<file path="src/rtl/core/ps2sc_pkg.sv">
package ps2sc_pkg;

	// Set 2 codes with a fixed meaning
	localparam logic [7:0] CODE_BREAK  = 8'hF0;
	localparam logic [7:0] CODE_EXT    = 8'hE0;
	localparam logic [7:0] CODE_LSHIFT = 8'h12;
	localparam logic [7:0] CODE_RSHIFT = 8'h59;
	localparam logic [7:0] CODE_CTRL   = 8'h14;
	localparam logic [7:0] CODE_CAPS   = 8'h58;
	localparam logic [7:0] CODE_ESC    = 8'h76;
	localparam logic [7:0] CODE_UP     = 8'h75;
	localparam logic [7:0] CODE_DOWN   = 8'h72;
	localparam logic [7:0] CODE_LEFT   = 8'h6B;
	localparam logic [7:0] CODE_RIGHT  = 8'h74;

	// Characters emitted for the forced keys
	localparam logic [7:0] CHAR_ESC   = 8'd27;
	localparam logic [7:0] CHAR_UP    = 8'd129;
	localparam logic [7:0] CHAR_DOWN  = 8'd130;
	localparam logic [7:0] CHAR_LEFT  = 8'd131;
	localparam logic [7:0] CHAR_RIGHT = 8'd132;

	typedef struct packed {
		logic brk;
		logic shift;
		logic ctrl;
		logic caps;
	} flags_t;

	// Result word, first field in the highest bits
	typedef struct packed {
		logic       caps_on;
		logic       ctrl_held;
		logic       shift_held;
		logic [2:0] led_value;
		logic       led_update;
		logic [7:0] char_code;
		logic       char_valid;
	} result_t;

	function automatic logic [7:0] plain_lut(input logic [6:0] idx);
		logic [7:0] c;
		case (idx)
			7'h09: c = 8'h09; 7'h0D: c = 8'h09; 7'h0E: c = 8'h60;
			7'h15: c = 8'h71; 7'h16: c = 8'h31; 7'h1A: c = 8'h7A; 7'h1B: c = 8'h73;
			7'h1C: c = 8'h61; 7'h1D: c = 8'h77; 7'h1E: c = 8'h32;
			7'h21: c = 8'h63; 7'h22: c = 8'h78; 7'h23: c = 8'h64; 7'h24: c = 8'h65;
			7'h25: c = 8'h34; 7'h26: c = 8'h33; 7'h29: c = 8'h20; 7'h2A: c = 8'h76;
			7'h2B: c = 8'h66; 7'h2C: c = 8'h74; 7'h2D: c = 8'h72; 7'h2E: c = 8'h35;
			7'h31: c = 8'h6E; 7'h32: c = 8'h62; 7'h33: c = 8'h68; 7'h34: c = 8'h67;
			7'h35: c = 8'h79; 7'h36: c = 8'h36; 7'h3A: c = 8'h6D; 7'h3B: c = 8'h6A;
			7'h3C: c = 8'h75; 7'h3D: c = 8'h37; 7'h3E: c = 8'h38;
			7'h41: c = 8'h2C; 7'h42: c = 8'h6B; 7'h43: c = 8'h69; 7'h44: c = 8'h6F;
			7'h45: c = 8'h30; 7'h46: c = 8'h39; 7'h49: c = 8'h2E; 7'h4A: c = 8'h2F;
			7'h4B: c = 8'h6C; 7'h4C: c = 8'h3B; 7'h4D: c = 8'h70; 7'h4E: c = 8'h2D;
			7'h52: c = 8'h27; 7'h54: c = 8'h5B; 7'h55: c = 8'h3D; 7'h5A: c = 8'h0A;
			7'h5B: c = 8'h5D; 7'h5D: c = 8'h5C;
			7'h66: c = 8'h08; 7'h69: c = 8'h31; 7'h6B: c = 8'h34; 7'h6C: c = 8'h37;
			7'h70: c = 8'h30; 7'h71: c = 8'h2E; 7'h72: c = 8'h32; 7'h73: c = 8'h35;
			7'h74: c = 8'h36; 7'h75: c = 8'h38; 7'h79: c = 8'h2B; 7'h7A: c = 8'h33;
			7'h7B: c = 8'h2D; 7'h7C: c = 8'h2A; 7'h7D: c = 8'h39;
			default: c = 8'h00;
		endcase
		return c;
	endfunction

	function automatic logic [7:0] shift_lut(input logic [6:0] idx);
		logic [7:0] c;
		case (idx)
			7'h09: c = 8'h09; 7'h0D: c = 8'h09; 7'h0E: c = 8'h7E;
			7'h15: c = 8'h51; 7'h16: c = 8'h21; 7'h1A: c = 8'h5A; 7'h1B: c = 8'h53;
			7'h1C: c = 8'h41; 7'h1D: c = 8'h57; 7'h1E: c = 8'h40;
			7'h21: c = 8'h43; 7'h22: c = 8'h58; 7'h23: c = 8'h44; 7'h24: c = 8'h45;
			7'h25: c = 8'h24; 7'h26: c = 8'h23; 7'h29: c = 8'h20; 7'h2A: c = 8'h56;
			7'h2B: c = 8'h46; 7'h2C: c = 8'h54; 7'h2D: c = 8'h52; 7'h2E: c = 8'h25;
			7'h31: c = 8'h4E; 7'h32: c = 8'h42; 7'h33: c = 8'h48; 7'h34: c = 8'h47;
			7'h35: c = 8'h59; 7'h36: c = 8'h5E; 7'h3A: c = 8'h4D; 7'h3B: c = 8'h4A;
			7'h3C: c = 8'h55; 7'h3D: c = 8'h26; 7'h3E: c = 8'h2A;
			7'h41: c = 8'h3C; 7'h42: c = 8'h4B; 7'h43: c = 8'h49; 7'h44: c = 8'h4F;
			7'h45: c = 8'h29; 7'h46: c = 8'h28; 7'h49: c = 8'h3E; 7'h4A: c = 8'h3F;
			7'h4B: c = 8'h4C; 7'h4C: c = 8'h3A; 7'h4D: c = 8'h50; 7'h4E: c = 8'h5F;
			7'h52: c = 8'h22; 7'h54: c = 8'h7B; 7'h55: c = 8'h2B; 7'h5A: c = 8'h0A;
			7'h5B: c = 8'h7D; 7'h5D: c = 8'h7C;
			7'h66: c = 8'h08; 7'h69: c = 8'h31; 7'h6B: c = 8'h34; 7'h6C: c = 8'h37;
			7'h70: c = 8'h30; 7'h71: c = 8'h2E; 7'h72: c = 8'h32; 7'h73: c = 8'h35;
			7'h74: c = 8'h36; 7'h75: c = 8'h38; 7'h79: c = 8'h2B; 7'h7A: c = 8'h33;
			7'h7B: c = 8'h2D; 7'h7C: c = 8'h2A; 7'h7D: c = 8'h39;
			default: c = 8'h00;
		endcase
		return c;
	endfunction

endpackage

</file>
<file path="src/rtl/core/ps2sc_decode.sv">
// Next-state and result logic for one scan byte.
module ps2sc_decode (
	input  logic [7:0]        scan,
	input  ps2sc_pkg::flags_t flags,
	output ps2sc_pkg::flags_t flags_nxt,
	output ps2sc_pkg::result_t res
);

	logic [7:0] ch;
	logic [7:0] lut;
	logic       led;
	logic       is_shift;

	assign is_shift = (scan == ps2sc_pkg::CODE_LSHIFT) || (scan == ps2sc_pkg::CODE_RSHIFT);

	always_comb begin
		lut = flags.shift ? ps2sc_pkg::shift_lut(scan[6:0]) : ps2sc_pkg::plain_lut(scan[6:0]);
		if (flags.caps) begin
			if (lut inside {[8'h61:8'h7A]}) begin
				lut = lut - 8'd32;
			end else if (lut inside {[8'h41:8'h5A]}) begin
				lut = lut + 8'd32;
			end
		end
	end

	always_comb begin
		flags_nxt = flags;
		ch        = 8'h00;
		led       = 1'b0;
		if (scan == ps2sc_pkg::CODE_BREAK) begin
			flags_nxt.brk = 1'b1;
		end else if (scan == ps2sc_pkg::CODE_EXT) begin
			// extended prefix carries nothing here
		end else if (flags.brk) begin
			if (is_shift) begin
				flags_nxt.shift = 1'b0;
			end else if (scan == ps2sc_pkg::CODE_CTRL) begin
				flags_nxt.ctrl = 1'b0;
			end
			flags_nxt.brk = 1'b0;
		end else if (is_shift) begin
			flags_nxt.shift = 1'b1;
		end else if (scan == ps2sc_pkg::CODE_CTRL) begin
			flags_nxt.ctrl = 1'b1;
		end else if (scan == ps2sc_pkg::CODE_CAPS) begin
			flags_nxt.caps = ~flags.caps;
			led            = 1'b1;
		end else if (!scan[7]) begin
			case (scan)
				ps2sc_pkg::CODE_ESC:   ch = ps2sc_pkg::CHAR_ESC;
				ps2sc_pkg::CODE_UP:    ch = ps2sc_pkg::CHAR_UP;
				ps2sc_pkg::CODE_DOWN:  ch = ps2sc_pkg::CHAR_DOWN;
				ps2sc_pkg::CODE_LEFT:  ch = ps2sc_pkg::CHAR_LEFT;
				ps2sc_pkg::CODE_RIGHT: ch = ps2sc_pkg::CHAR_RIGHT;
				default:               ch = lut;
			endcase
		end
	end

	always_comb begin
		res.char_valid = (ch != 8'h00);
		res.char_code  = ch;
		res.led_update = led;
		res.led_value  = {flags_nxt.caps, 2'b00};
		res.shift_held = flags_nxt.shift;
		res.ctrl_held  = flags_nxt.ctrl;
		res.caps_on    = flags_nxt.caps;
	end

endmodule

</file>
<file path="src/rtl/core/ps2_scancode_to_ascii_decoder_unit.sv">
// PS/2 scan code set 2 to ASCII decoder.
// Input stream: one received set 2 byte per word on s_axis_tdata[7:0].
// Output stream: one result word per input byte, never dropped or merged.
//   char_valid/char_code give the key character (27 Esc, 129..132 arrows),
//   led_update pulses on a caps lock press; the host then sends 0xED and
//   led_value. shift_held, ctrl_held and caps_on show the modifiers after
//   the byte.
// Datapath: input register (_s1) -> decode logic and modifier flags ->
//   output register. The flags update only as a byte moves to the output
//   register, so bytes are decoded strictly in order.
// Throughput: one byte per cycle through the two register stages while m_axis_tready is high.
// Stall: when m_axis_tready is low the output word holds; the input register
//   still takes one more byte, then s_axis_tready drops until space frees.
// Reset (arst_n low, asynchronous): both stages empty, break prefix, shift,
//   ctrl and caps lock all cleared.
module ps2_scancode_to_ascii_decoder_unit (
	input  logic        clk,
	input  logic        arst_n,
	input  logic        s_axis_tvalid,
	output logic        s_axis_tready,
	input  logic [7:0]  s_axis_tdata,  // [7:0] scan_byte
	output logic        m_axis_tvalid,
	input  logic        m_axis_tready,
	output logic [15:0] m_axis_tdata   // [0] char_valid, [8:1] char_code,
	                                   // [9] led_update, [12:10] led_value,
	                                   // [13] shift_held, [14] ctrl_held,
	                                   // [15] caps_on
);

	logic               valid_s1;
	logic [7:0]         scan_s1;
	logic               out_valid_q;
	ps2sc_pkg::result_t out_q;
	ps2sc_pkg::flags_t  flags_q;
	ps2sc_pkg::flags_t  flags_nxt;
	ps2sc_pkg::result_t res;
	logic               out_free;
	logic               advance;

	// Output register can load when empty or being drained this cycle.
	assign out_free      = !out_valid_q || m_axis_tready;
	assign advance       = valid_s1 && out_free;
	assign s_axis_tready = !valid_s1 || out_free;

	ps2sc_decode u_decode (
		.scan      (scan_s1),
		.flags     (flags_q),
		.flags_nxt (flags_nxt),
		.res       (res)
	);

	// input stage
	always_ff @(posedge clk or negedge arst_n) begin
		if (!arst_n) begin
			valid_s1 <= 1'b0;
		end else if (s_axis_tready) begin
			valid_s1 <= s_axis_tvalid;
		end
	end

	always_ff @(posedge clk) begin
		if (s_axis_tready && s_axis_tvalid) begin
			scan_s1 <= s_axis_tdata;
		end
	end

	// modifier flags commit with the byte that changes them
	always_ff @(posedge clk or negedge arst_n) begin
		if (!arst_n) begin
			flags_q <= '0;
		end else if (advance) begin
			flags_q <= flags_nxt;
		end
	end

	// result stage
	always_ff @(posedge clk or negedge arst_n) begin
		if (!arst_n) begin
			out_valid_q <= 1'b0;
		end else if (out_free) begin
			out_valid_q <= valid_s1;
		end
	end

	always_ff @(posedge clk) begin
		if (advance) begin
			out_q <= res;
		end
	end

	assign m_axis_tvalid = out_valid_q;
	assign m_axis_tdata  = out_q;

endmodule

</file>
<file path="config.mk">
export PLATFORM = sky130hd
export DESIGN_NAME = ps2_scancode_to_ascii_decoder_unit
export DESIGN_NICKNAME = d
export VERILOG_FILES = /design/src/rtl/core/ps2sc_pkg.sv /design/src/rtl/core/ps2sc_decode.sv /design/src/rtl/core/ps2_scancode_to_ascii_decoder_unit.sv
export SDC_FILE = /design/constraint.sdc
export NUM_CORES = 1
export LEC_CHECK = 0
export ABC_AREA = 0
export BUFFER_PORTS_ARGS = -buffer_cell sky130_fd_sc_hd__buf_2
export CORE_AREA = 2 2 74 93
export DETAILED_ROUTE_END_ITERATION = 6
export DIE_AREA = 0 0 76 95
export GPL_ROUTABILITY_DRIVEN = 0
export PLACE_DENSITY_LB_ADDON = 0.25
export SLEW_MARGIN = 20
export SYNTH_ARGS = -nofsm -noshare
export SYNTH_HDL_FRONTEND = slang
export SYNTH_SLANG_ARGS = --single-unit
</file>
<file path="constraint.sdc">
create_clock -name clk -period 3.35 [get_ports clk]
set_input_delay 0.67 -clock clk [delete_from_list [all_inputs] [get_ports clk]]
set_output_delay 0.67 -clock clk [all_outputs]
set_load 0.01 [all_outputs]
</file>
==> key figures, run 1 <==
Finish
  – Fraction of layout cells with a size suffix above 1: 19.6%
  – Area growth, synth to finish: 11.5%
  – Commonest non-fill, non-tap cell in the layout: a21oi_1
  – Most frequent cells in the layout: a21oi_1 (37), nand2_1 (36), nand3_1 (28), o21ai_0 (27), buf_2 (27)
  – Final core utilization: 64.5%
  – N_diodes: 0
  – Nets: 486

Yosys
  – Synth Area in Adders: 3.72%
  – Number of synthesized register bits: 41
  – Xor/xnor share of the synthesized area: 0.947%
  – Mapped Avg Cell Area: 8.43 µm²
  – Compound-cell area share of the yosys netlist: 30.5%
  – Unique masters post-synth: 79
  – Post-synth EDFFs: 21
  – Main combinational cell family by area after synthesis: compound AO/OA/AOI/OAI gates
  – Post-synthesis mux area share: 7.71%
  – Post-Synth Simple-Gate Area: 21.3%
  – Yosys warning count: 0
  – Synthesized area: 3700 µm²
  – Asr flop ratio synth: 14.6%
  – Cell count after synthesis: 439
  – Register area share after synthesis: 28.7%
  – Ys flop type: edfxtp_1

Detailed routing
  – DRC Markers: 0
  – Antenna Violating Nets Remaining: 0
  – Via count: 3933
  – Routed Wire Length: 11600 µm
  – Number of DRC markers in iteration 0: 475
  – Routed vias/inst: 7.14
  – Detailed Routing Iterations Pass 1: 5
  – DR WL/cell: 21.0 µm

Clock network
  – Cts bufs inserted: 5
  – Deepest clock path buffer count: 2
  – Clock transition at path regs: 0.08 ns
  – Root buffer cell: clkbuf_8
  – PostCTS Resize Cnt: 0
  – Total clock sinks: 41
  – H-tree Lvls: 2
  – Clock Latency Late Sink: 0.30 ns
  – Post-CTS Hold Buffers: 0
  – Post-CTS Setup Bufs: 0
  – CTS tree: built

Hold path
  – Tightest Hold Check Type: in -> async

STA
  – RSZ-0062 raised after global routing: false
  – Worst slew pin tran: 0.795 ns
  – Worst Skew: 0.00916 ns
  – Fin crit share: 88.3%
  – Sum of negative setup slack: 0 ns
  – Final min period: 2.96 ns
  – Fin. Hold Viols: 0
  – Number of setup violations in the final report: 0
  – Max Clk Rate: 338 MHz
  – Worst rel slew slack: 46.8%
  – PnR worst setup slack: 0.391 ns
  – Hold Slack: 0.179 ns
  – Slew Limit Fails: 0

Job
  – Number of max-cap violations: 0

Setup path
  – CP cell instances: buf_2 -> and3b_4 -> inv_4 -> and3_1 -> a21o_1 -> ha_1 -> mux4_2 -> a22oi_1 -> nor2_1 -> or4_1
  – CP Capture Type: flip-flop
  – Critical Path Start: m_axis_tready
  – Reg2reg start: m_axis_tvalid
  – Slowest-stage cell, CP: mux4_2
  – CP Class: in -> reg
  – Critical Path RT: 3.53 ns
  – Worst-path fanout max: 14
  – Reg2Reg Depth: 10
  – Worst reg2reg setup slack: 0.53 ns
  – Crit path launch type: primary input
  – CP max stage delay: 0.50 ns
  – CP arrival: 3.13 ns

Power and ir drop
  – Clock power frac: 23.0%
  – Sequential share of power: 33.1%
  – Psw: 766 µW
  – Int Pwr: 1.27 mW
  – Sw frac: 37.6%
  – Pwr dens: 494 nW/µm²
  – Logic pwr share: 44.0%
  – Lkg Pwr: 1.68 nW
  – VDD IR-drop max: 243 µV

Placement
  – Pre-CTS setup slack: 0.112 ns
  – PortBufs: 27
  – Post-DP HPWL: 8330 µm

Global route
  – GR Util All Layers: 32.6%
  – Vias in the first global route: 3786
  – Initial antenna violation count: 0
  – Largest net degree at the start of global routing: 27
  – First-pass GRT wire length: 18700 µm
  – Total grt overflow: 0

Run status
  – Outcome: finished clean

Floorplan
  – DIE HEIGHT: 95 µm
  – Die width: 76 µm
  – Row count: 33
  – Die area: 7220 µm²
  – Top Ports: 30
  – Core area: 6400 µm²
  – Starting density of the core: 57.8%
==> logic make-up (layout without fill, tap and decap cells) <==
kind of cell / count (synthesis) / after routing
simple gates: 143 / 143
mux: 23 / 23
xor+xnor: 4 / 4
compound gates: 163 / 163
fa+ha+maj: 11 / 11
buf+inv: 53 / 77
other cells: 1 / 2
flops: 41 / 41
==> synthesized netlist by cell type (all sizes together), types with 6 or more instances <==
| cell type | instances | share of area (%) |
|---|---|---|
| a21oi | 37 | 5.0 |
| nand2 | 37 | 3.8 |
| o21ai | 32 | 4.4 |
| nand3 | 28 | 3.8 |
| nor2 | 24 | 3.3 |
| buf | 22 | 3.8 |
| edfxtp | 21 | 17 |
| inv | 17 | 1.8 |
| mux2i | 16 | 4.9 |
| clkbuf | 14 | 1.4 |
| dfxtp | 14 | 7.6 |
| a31oi | 13 | 2.2 |
| ha | 11 | 3.7 |
| a211oi | 10 | 2.3 |
| o211ai | 10 | 2.0 |
| nand2b | 9 | 1.5 |
| o221ai | 8 | 1.9 |
| and3 | 7 | 1.3 |
| nor3 | 7 | 0.95 |
| dfrtp | 6 | 4.1 |
| o22ai | 6 | 1.2 |
==> worst max-delay path by stage <==
stage | endpoint | slack (ns) | cells past startpoint
CTS | flip-flop | 0.43 | 10
floorplan | flip-flop | 0.12 | 13
global placement | flip-flop | 0.18 | 10
global route | flip-flop | 0.23 | 12
finish | flip-flop | 0.39 | 10
detailed placement | flip-flop | 0.11 | 10
==> critical path, delay by kind of cell <==
kind                     cells  cell delay [ns]
AO/OA/AOI/OAI                2             0.41
AND/OR/NAND/NOR              4             0.99
multiplexers                 1             0.50
adder cells (fa/ha/maj)      1             0.37
buffers and inverters        2             0.19
==> power groups by stage <==
stage	Clock (mW)	Sequential [mW]	Combinational [mW]
global placement	0	0.684	0.840
CTS	0.470	0.674	0.862
detailed placement	0	0.685	0.859
finish	0.468	0.674	0.896
global route	0.491	0.684	0.959
floorplan	0	0.677	0.618
==> cell type report <==
cell class | instances | area [µm²]
Clock buffer | 5 | 68.8
Clock inverter | 3 | 65.1
Fill cell | 532 | 2270
Inverter | 17 | 66.3
Multi-Input combinational cell | 346 | 2380
Sequential cell | 41 | 1060
Tap cell | 87 | 109
Timing Repair Buffer | 52 | 373
==> metrics by stage <==
step                total power, mW  instances  area, µm²
floorplan                      1.29        440       3700
global placement               1.52        543       3990
detailed placement             1.54        543       3990
CTS                            2.01        551       4130
global route                   2.13        551       4130
finish                         2.04        551       4130
==> metal layers <==
metal	global-route usage [%]	wire, µm	up-vias
met5	0	0	-
met4	23.6	828	0
li1	-	-	1736
met2	57.2	5430	324
met3	5.07	1180	93
met1	36.3	4120	1780
Power figures use the tool's default switching activity.
==> inputs of run 2 (changes only) <==
--- a/config.mk
+++ b/config.mk
@@ -5,11 +5,11 @@
 export SDC_FILE = /design/constraint.sdc
 export NUM_CORES = 1
 export LEC_CHECK = 0
-export ABC_AREA = 0
+export ABC_AREA = 1
 export BUFFER_PORTS_ARGS = -buffer_cell sky130_fd_sc_hd__buf_2
-export CORE_AREA = 2 2 74 93
+export CORE_AREA = 5 5 76 95
 export DETAILED_ROUTE_END_ITERATION = 6
-export DIE_AREA = 0 0 76 95
+export DIE_AREA = 0 0 81 100
 export GPL_ROUTABILITY_DRIVEN = 0
 export PLACE_DENSITY_LB_ADDON = 0.25
 export SLEW_MARGIN = 20
==> run 2 against run 1 <==
Final cell count up 28%. Critical path type unchanged. Register-to-register slack better by 0.24 ns. Fmax up 9.5%. Non-clock buffer count down 21. Highest routed layer unchanged. Critical path depth up 5. Routed wire length down 14%. Synthesized cell count up 36%. Synthesized area down 3.4%. Sequential share of layout area up 2.1 points.
==> key figures, run 2 <==
Power and ir drop
  – VDD IR-drop max: 190 µV (-22%)
  – Lkg Pwr: 2.12 nW (+26%)
  – Pwr dens: 504 nW/µm² (+2.1%)

Yosys
  – Cell count after synthesis: 598 (+36%)
  – Ys flop type: edfxtp_1
  – Area share of the largest cell type after synthesis: 26.9% (+9.8 points)
  – Post-synth top cells: nand2_1 (256), nor2_1 (68), inv_1 (61)
  – Unique masters post-synth: 35 (-56%)
  – Yosys warning count: 0 (unchanged)
  – Synthesized area: 3570 µm² (-3.4%)
  – Top-count cell post-synth: nand2_1
  – Post-synth EDFFs: 21 (unchanged)
  – Area contributors post-synth: nand2_1 (27%), edfxtp_1 (18%), dfxtp_1 (7.8%)
  – Number of synthesized register bits: 41 (unchanged)
  – Register area share after synthesis: 29.7% (+1.0 points)
  – Mapped Avg Cell Area: 5.98 µm² (-29%)
  – Synth area leader: nand2_1
  – Asr flop ratio synth: 14.6% (unchanged)

Setup path
  – Crit path launch type: primary input
  – CP arrival: 2.92 ns (-0.21 ns)
  – Critical Path RT: 3.57 ns (+0.04 ns)
  – Worst-path fanout max: 18 (+4)
  – Critical Path Start: m_axis_tready
  – CP Class: in -> reg
  – CP Capture Type: flip-flop
  – Reg2reg start: m_axis_tvalid

Detailed routing
  – Via count: 3984 (+1.3%)
  – DRC Markers: 0 (unchanged)
  – Antenna Violating Nets Remaining: 0 (unchanged)
  – Detailed Routing Iterations Pass 1: 6 (+1)
  – DR WL/cell: 14.1 µm (-33%)
  – Routed Wire Length: 9980 µm (-14%)
  – Routed vias/inst: 5.64 (-21%)
  – Number of DRC markers in iteration 0: 360 (-24%)

STA
  – RSZ-0062 raised after global routing: false
  – Sum of negative setup slack: 0 ns (unchanged)
  – Slew Limit Fails: 0 (unchanged)
  – Final min period: 2.70 ns (-0.256 ns)
  – Worst rel slew slack: 62.7% (+16 points)
  – PnR worst setup slack: 0.647 ns (+0.256 ns)
  – Number of setup violations in the final report: 0 (unchanged)
  – Worst Skew: 0.00476 ns (-0.00440 ns)
  – Fin. Hold Viols: 0 (unchanged)
  – Worst slew pin tran: 0.558 ns (-0.237 ns)
  – Fin crit share: 80.7% (-7.6 points)
  – Max Clk Rate: 370 MHz (+9.5%)

Finish
  – Commonest non-fill, non-tap cell in the layout: nand2_1
  – N_diodes: 0 (unchanged)
  – Non-filler cells, final: 706 (+28%)
  – Most frequent cells in the layout: nand2_1 (256), nor2_1 (68), inv_1 (61), nand3_1 (52), buf_2 (27)
  – Area growth, synth to finish: 6.86%
  – Fraction of layout cells with a size suffix above 1: 10.1% (-9.5 points)
  – Final design instance area without fill: 3820 µm² (-7.4%)
  – Nets: 643 (+32%)
  – Final core utilization: 62.0% (-2.5 points)

Placement
  – Pre-CTS setup slack: 0.439 ns (+0.327 ns)
  – Placed instance area: 3730 µm² (-6.6%)
  – PortBufs: 27 (unchanged)
  – Post-DP HPWL: 7740 µm (-7.1%)
  – Placed insts: 698 (+29%)

Job
  – Number of max-cap violations: 0 (unchanged)

Clock network
  – H-tree Lvls: 2 (unchanged)
  – Post-CTS Setup Bufs: 0 (unchanged)
  – Cts bufs inserted: 5 (unchanged)
  – PostCTS Resize Cnt: 0 (unchanged)
  – Clock Latency Late Sink: 0.29 ns (about the same)
  – CTS tree: built
  – Clock transition at path regs: 0.08 ns (about the same)
  – Root buffer cell: clkbuf_8
  – Total clock sinks: 41 (unchanged)
  – Deepest clock path buffer count: 2 (unchanged)
  – Post-CTS Hold Buffers: 0 (unchanged)

Run status
  – Outcome: finished clean

Global route
  – Largest net degree at the start of global routing: 19 (-30%)
  – First-pass GRT wire length: 16800 µm (-10%)
  – Vias in the first global route: 3660 (-3.3%)
  – Total grt overflow: 0 (unchanged)
  – GR Util All Layers: 26.1% (-6.5 points)
  – Initial antenna violation count: 0 (unchanged)

Floorplan
  – DIE HEIGHT: 100 µm (+5.3%)
  – Starting density of the core: 58.0% (+0.14 points)
  – Die area: 8100 µm² (+12%)
  – Row count: 32 (-3.0%)
  – Die width: 81 µm (+6.6%)
  – Top Ports: 30 (unchanged)
  – Core area: 6170 µm² (-3.7%)

Hold path
  – Tightest Hold Check Type: in -> async
-- run 2: changes by cell type after synthesis, moves of 12 or more --
| cell | delta |
|---|---|
| a21oi_1 | -16 |
| a31oi_1 | -12 |
| clkbuf_1 | -14 |
| inv_1 | +47 |
| mux2i_1 | -13 |
| nand2_1 | +220 |
| nand3_1 | +24 |
| nor2_1 | +47 |
-- run 2: area by class of cell --
type / count / area [µm²]
Fill cell: 649 / 2350
Clock inverter: 2 / 8.76
Tap cell: 85 / 106
Clock buffer: 6 / 82.6
Sequential cell: 41 / 1060
Inverter: 66 / 249
Multi-Input combinational cell: 475 / 2150
Timing Repair Buffer: 31 / 165
-- run 2: metrics by stage --
step	power, mW	hold WS (ns)
3_5_place_dp	1.59	0.492
5_1_grt	2.09	0.196
2_1_floorplan	1.38	0.374
6_report	1.93	0.198
3_3_place_gp	1.57	0.468
4_1_cts	1.91	0.196
-- run 2: path summary, 6_finish.rpt --
path,end,slack (ns),cells after the start
max in group asynchronous,valid_s1,3.00,1
max reg2reg,flip-flop,0.77,12
max,flip-flop,0.65,15
min reg2reg,flags_q[1],0.50,2
min,m_axis_tvalid,0.20,1
min in group clk,flags_q[1],0.50,2
-- run 2: layer usage --
layer,vias up,wire [µm],global-route usage (%),part of all wire [%]
li1,1932,-,-,-
met1,1731,3840,31.8,39
met2,254,4660,43.2,47
met3,67,881,3.41,8.8
met4,0,596,15.6,6.0
met5,-,0,0,0
-- run 2: power by group --
| part | switching, mW | internal, mW |
|---|---|---|
| sequential | 0.0569 | 0.649 |
| combinational | 0.620 | 0.277 |
| clock | 0.161 | 0.163 |
-- run 2: kinds of logic after synthesis --
family | Yosys count | share of synthesized area (%)
buf+inv | 83 | 10.4
compound gates | 59 | 9.45
flops | 41 | 29.7
xor+xnor | 1 | 0.245
simple gates | 402 | 46.3
other cells | 1 | 0.105
fa+ha+maj | 11 | 3.85
-- run 2: worst max-delay path, cell delays in order --
cell	delay, ns
buf_2	0.09
inv_1	0.07
nand3_2	0.11
nand2_4	0.22
nand2_1	0.09
o21ai_1	0.27
ha_1	0.25
nand3_1	0.29
inv_1	0.21
nand2_1	0.16
a21oi_1	0.19
inv_1	0.07
nand3_1	0.08
inv_1	0.04
a21oi_1	0.10
==> inputs of run 3 (changes only) <==
--- a/config.mk
+++ b/config.mk
@@ -7,9 +7,9 @@
 export LEC_CHECK = 0
 export ABC_AREA = 1
 export BUFFER_PORTS_ARGS = -buffer_cell sky130_fd_sc_hd__buf_2
-export CORE_AREA = 5 5 76 95
+export CORE_AREA = 5 5 79 99
 export DETAILED_ROUTE_END_ITERATION = 6
-export DIE_AREA = 0 0 81 100
+export DIE_AREA = 0 0 84 104
 export GPL_ROUTABILITY_DRIVEN = 0
 export PLACE_DENSITY_LB_ADDON = 0.25
 export SLEW_MARGIN = 20
==> constraint.sdc (replaced) <==
create_clock -name clk -period 2.25 [get_ports clk]
set_input_delay 0.45 -clock clk [delete_from_list [all_inputs] [get_ports clk]]
set_output_delay 0.45 -clock clk [all_outputs]
set_load 0.01 [all_outputs]
==> run 3 against run 2 <==
Non-clock buffer count rose by 41. The run now ends with DRC left. Largest power group unchanged. Global-route usage fell by 1.1 points. Via count rose by 5.5%. Clock power rose by 110%. Register-to-register slack got worse by 0.68 ns. Sequential share of layout area fell by 2.9 points. Clock skew rose by 0.0031 ns. Clock-buffer cell count fell by 1. Critical path depth fell by 1.
==> key figures, run 3 (same netlist as run 2, synthesis figures left out) <==
Run status
  – Outcome: complete, but fails checks
  – Failing checks: DRC

Floorplan
  – Core area: 6810 µm² (+10%)
  – Top Ports: 30 (unchanged)
  – DIE HEIGHT: 104 µm (+4.0%)
  – Die area: 8740 µm² (+7.9%)
  – Die width: 84 µm (+3.7%)
  – Row count: 34 (+6.3%)
  – Starting density of the core: 52.5% (-5.5 points)

Clock network
  – Total clock sinks: 41 (unchanged)
  – Clock transition at path regs: 0.08 ns (about the same)
  – Clock Latency Late Sink: 0.29 ns (about the same)
  – CTS tree: built
  – Cts bufs inserted: 5 (unchanged)
  – Deepest clock path buffer count: 2 (unchanged)
  – Root buffer cell: clkbuf_8
  – H-tree Lvls: 2 (unchanged)

Global route
  – GR Util All Layers: 25.0% (-1.1 points)
  – First-pass GRT wire length: 17900 µm (+6.6%)
  – Vias in the first global route: 3965 (+8.3%)
  – Total grt overflow: 0 (unchanged)
  – Initial antenna violation count: 0 (unchanged)
  – Largest net degree at the start of global routing: 20 (+1)

Setup path
  – Worst reg2reg setup slack: 0.09 ns (-0.68 ns)
  – CP max stage delay: 0.39 ns (+0.10 ns)
  – Worst-path fanout max: 8 (-10)
  – Critical Path RT: 2.44 ns (-1.13 ns)
  – Reg2reg start: m_axis_tvalid
  – Worst path most repeated cell: nand2_1
  – Reg2Reg Depth: 14 (+2)
  – CP Class: reg -> reg
  – Slowest-stage cell, CP: dfrtp_1
  – CP cell instances: nand3_2 -> nand2_4 -> nand2_1 -> o21ai_2 -> inv_2 -> ha_1 -> nand2_2 -> nor2_2 -> nor2_1 -> nand3b_1 -> nand2_1 -> nand2_1 -> inv_1 -> nand2_1
  – Crit path launch type: flip-flop
  – CP arrival: 2.35 ns (-0.57 ns)
  – CP Capture Type: flip-flop

Detailed routing
  – Routed vias/inst: 5.59 (-0.93%)
  – Antenna Violating Nets Remaining: 0 (unchanged)
  – Number of DRC markers in iteration 0: 381 (+5.8%)
  – DRC Markers: 7 (+7)
  – DR WL/cell: 14.5 µm (+2.3%)
  – Via count: 4204 (+5.5%)
  – Routed Wire Length: 10900 µm (+9.0%)
  – Detailed Routing Iterations Pass 1: 7 (+1)

STA
  – Worst rel slew slack: 65.8% (+3.1 points)
  – RSZ-0062 raised after global routing: true
  – Number of setup violations in the final report: 0 (unchanged)
  – Final min period: 2.16 ns
  – Fin. Hold Viols: 0 (unchanged)
  – PnR worst setup slack: 0.0916 ns (-0.556 ns)
  – Slew Limit Fails: 0 (unchanged)
  – Fin crit share: 95.9%
  – Max Clk Rate: 463 MHz
  – Worst Skew: 0.00786 ns (+0.00310 ns)
  – Worst slew pin tran: 0.512 ns (-0.0455 ns)

Power and ir drop
  – VDD IR-drop max: 337 µV (+77%)
  – Lkg Pwr: 2.34 nW (+11%)
  – Pwr dens: 767 nW/µm² (+52%)
  – Total power: 3.28 mW (+70%)

Finish
  – Final core utilization: 62.8% (+0.82 points)
  – Nets: 684 (+6.4%)
  – Non-filler cells, final: 752 (+6.5%)
  – Commonest non-fill, non-tap cell in the layout: nand2_1
  – Most frequent cells in the layout: nand2_1 (249), nor2_1 (63), inv_1 (58), nand3_1 (50), buf_4 (42)
  – Fraction of layout cells with a size suffix above 1: 18.7% (+8.6 points)
  – N_diodes: 0 (unchanged)
  – Area growth, synth to finish: 19.5%
  – Filler cell count: 650 (+0.15%)

Hold path
  – End point of the worst hold path: scan_s1[7]
  – Min-delay src: s_axis_tdata[7]
  – Tightest Hold Check Type: in -> reg
  – Worst Hold Path Cells: 1

Placement
  – Post-DP HPWL: 8390 µm (+8.4%)
  – Placed insts: 739 (+5.9%)
  – Pre-CTS setup slack: -0.0319 ns (-0.471 ns)
  – PortBufs: 27 (unchanged)

Job
  – Number of max-cap violations: 0 (unchanged)
## run 3: routing by layer
| layer | track usage (%) | share of wire, % | up-vias |
|---|---|---|---|
| li1 | - | - | 2013 |
| met3 | 3.33 | 8.2 | 80 |
| met1 | 29.3 | 38 | 1839 |
| met2 | 42.4 | 48 | 272 |
| met5 | 0 | 0 | - |
| met4 | 16.2 | 5.7 | 0 |
## run 3: critical path, delay by kind of cell (launching register included)
family | cells | cell delay [ns]
flops | 1 | 0.39
compound gates | 1 | 0.09
fa+ha+maj | 1 | 0.27
simple gates | 10 | 1.16
buf+inv | 2 | 0.15
## run 3: worst max-delay path by stage
stage	start	endpoint	slack [ns]
2_1_floorplan	m_axis_tready	flip-flop	0.01
5_1_grt	m_axis_tvalid	flip-flop	-0.06
3_3_place_gp	m_axis_tready	flip-flop	-0.03
3_5_place_dp	m_axis_tready	flip-flop	-0.03
4_1_cts	m_axis_tvalid	flip-flop	0.15
6_report	m_axis_tvalid	flip-flop	0.09
## run 3: power by group
group          switching (mW)  internal [mW]
registers              0.0818          0.966
clock network           0.253          0.441
logic                   0.997          0.540
total                    1.33           1.95
## run 3: per-stage QoR
| stage | hold WS, ns | instance area, µm² | setup TNS [ns] |
|---|---|---|---|
| after global placement | 0.282 | 4020 | -0.0642 |
| after floorplan | 0.154 | 3580 | 0 |
| after global routing | 0.333 | 4270 | -0.293 |
| final | 0.343 | 4270 | 0 |
| after detailed placement | 0.284 | 4020 | -0.100 |
| after CTS | 0.336 | 4170 | 0 |
## run 3: what timing repair did
action                                 4_1_cts  5_1_grt
buffers inserted                             0        4
hold buffers                                 1        0
setup endpoints to repair                    0       14
gates resized for setup                      0       26
endpoints found under the hold margin        6        0
## run 3: area by class of cell
type / instances / area, µm² / share of cell area, %
Multi-Input combinational cell: 475 / 2220 / 52.1
Timing Repair Buffer: 72 / 492 / 11.5
Clock inverter: 3 / 65.1 / 1.52
Clock buffer: 5 / 68.8 / 1.61
Tap cell: 90 / 113 / 2.64
Inverter: 66 / 249 / 5.83
Sequential cell: 41 / 1060 / 24.8
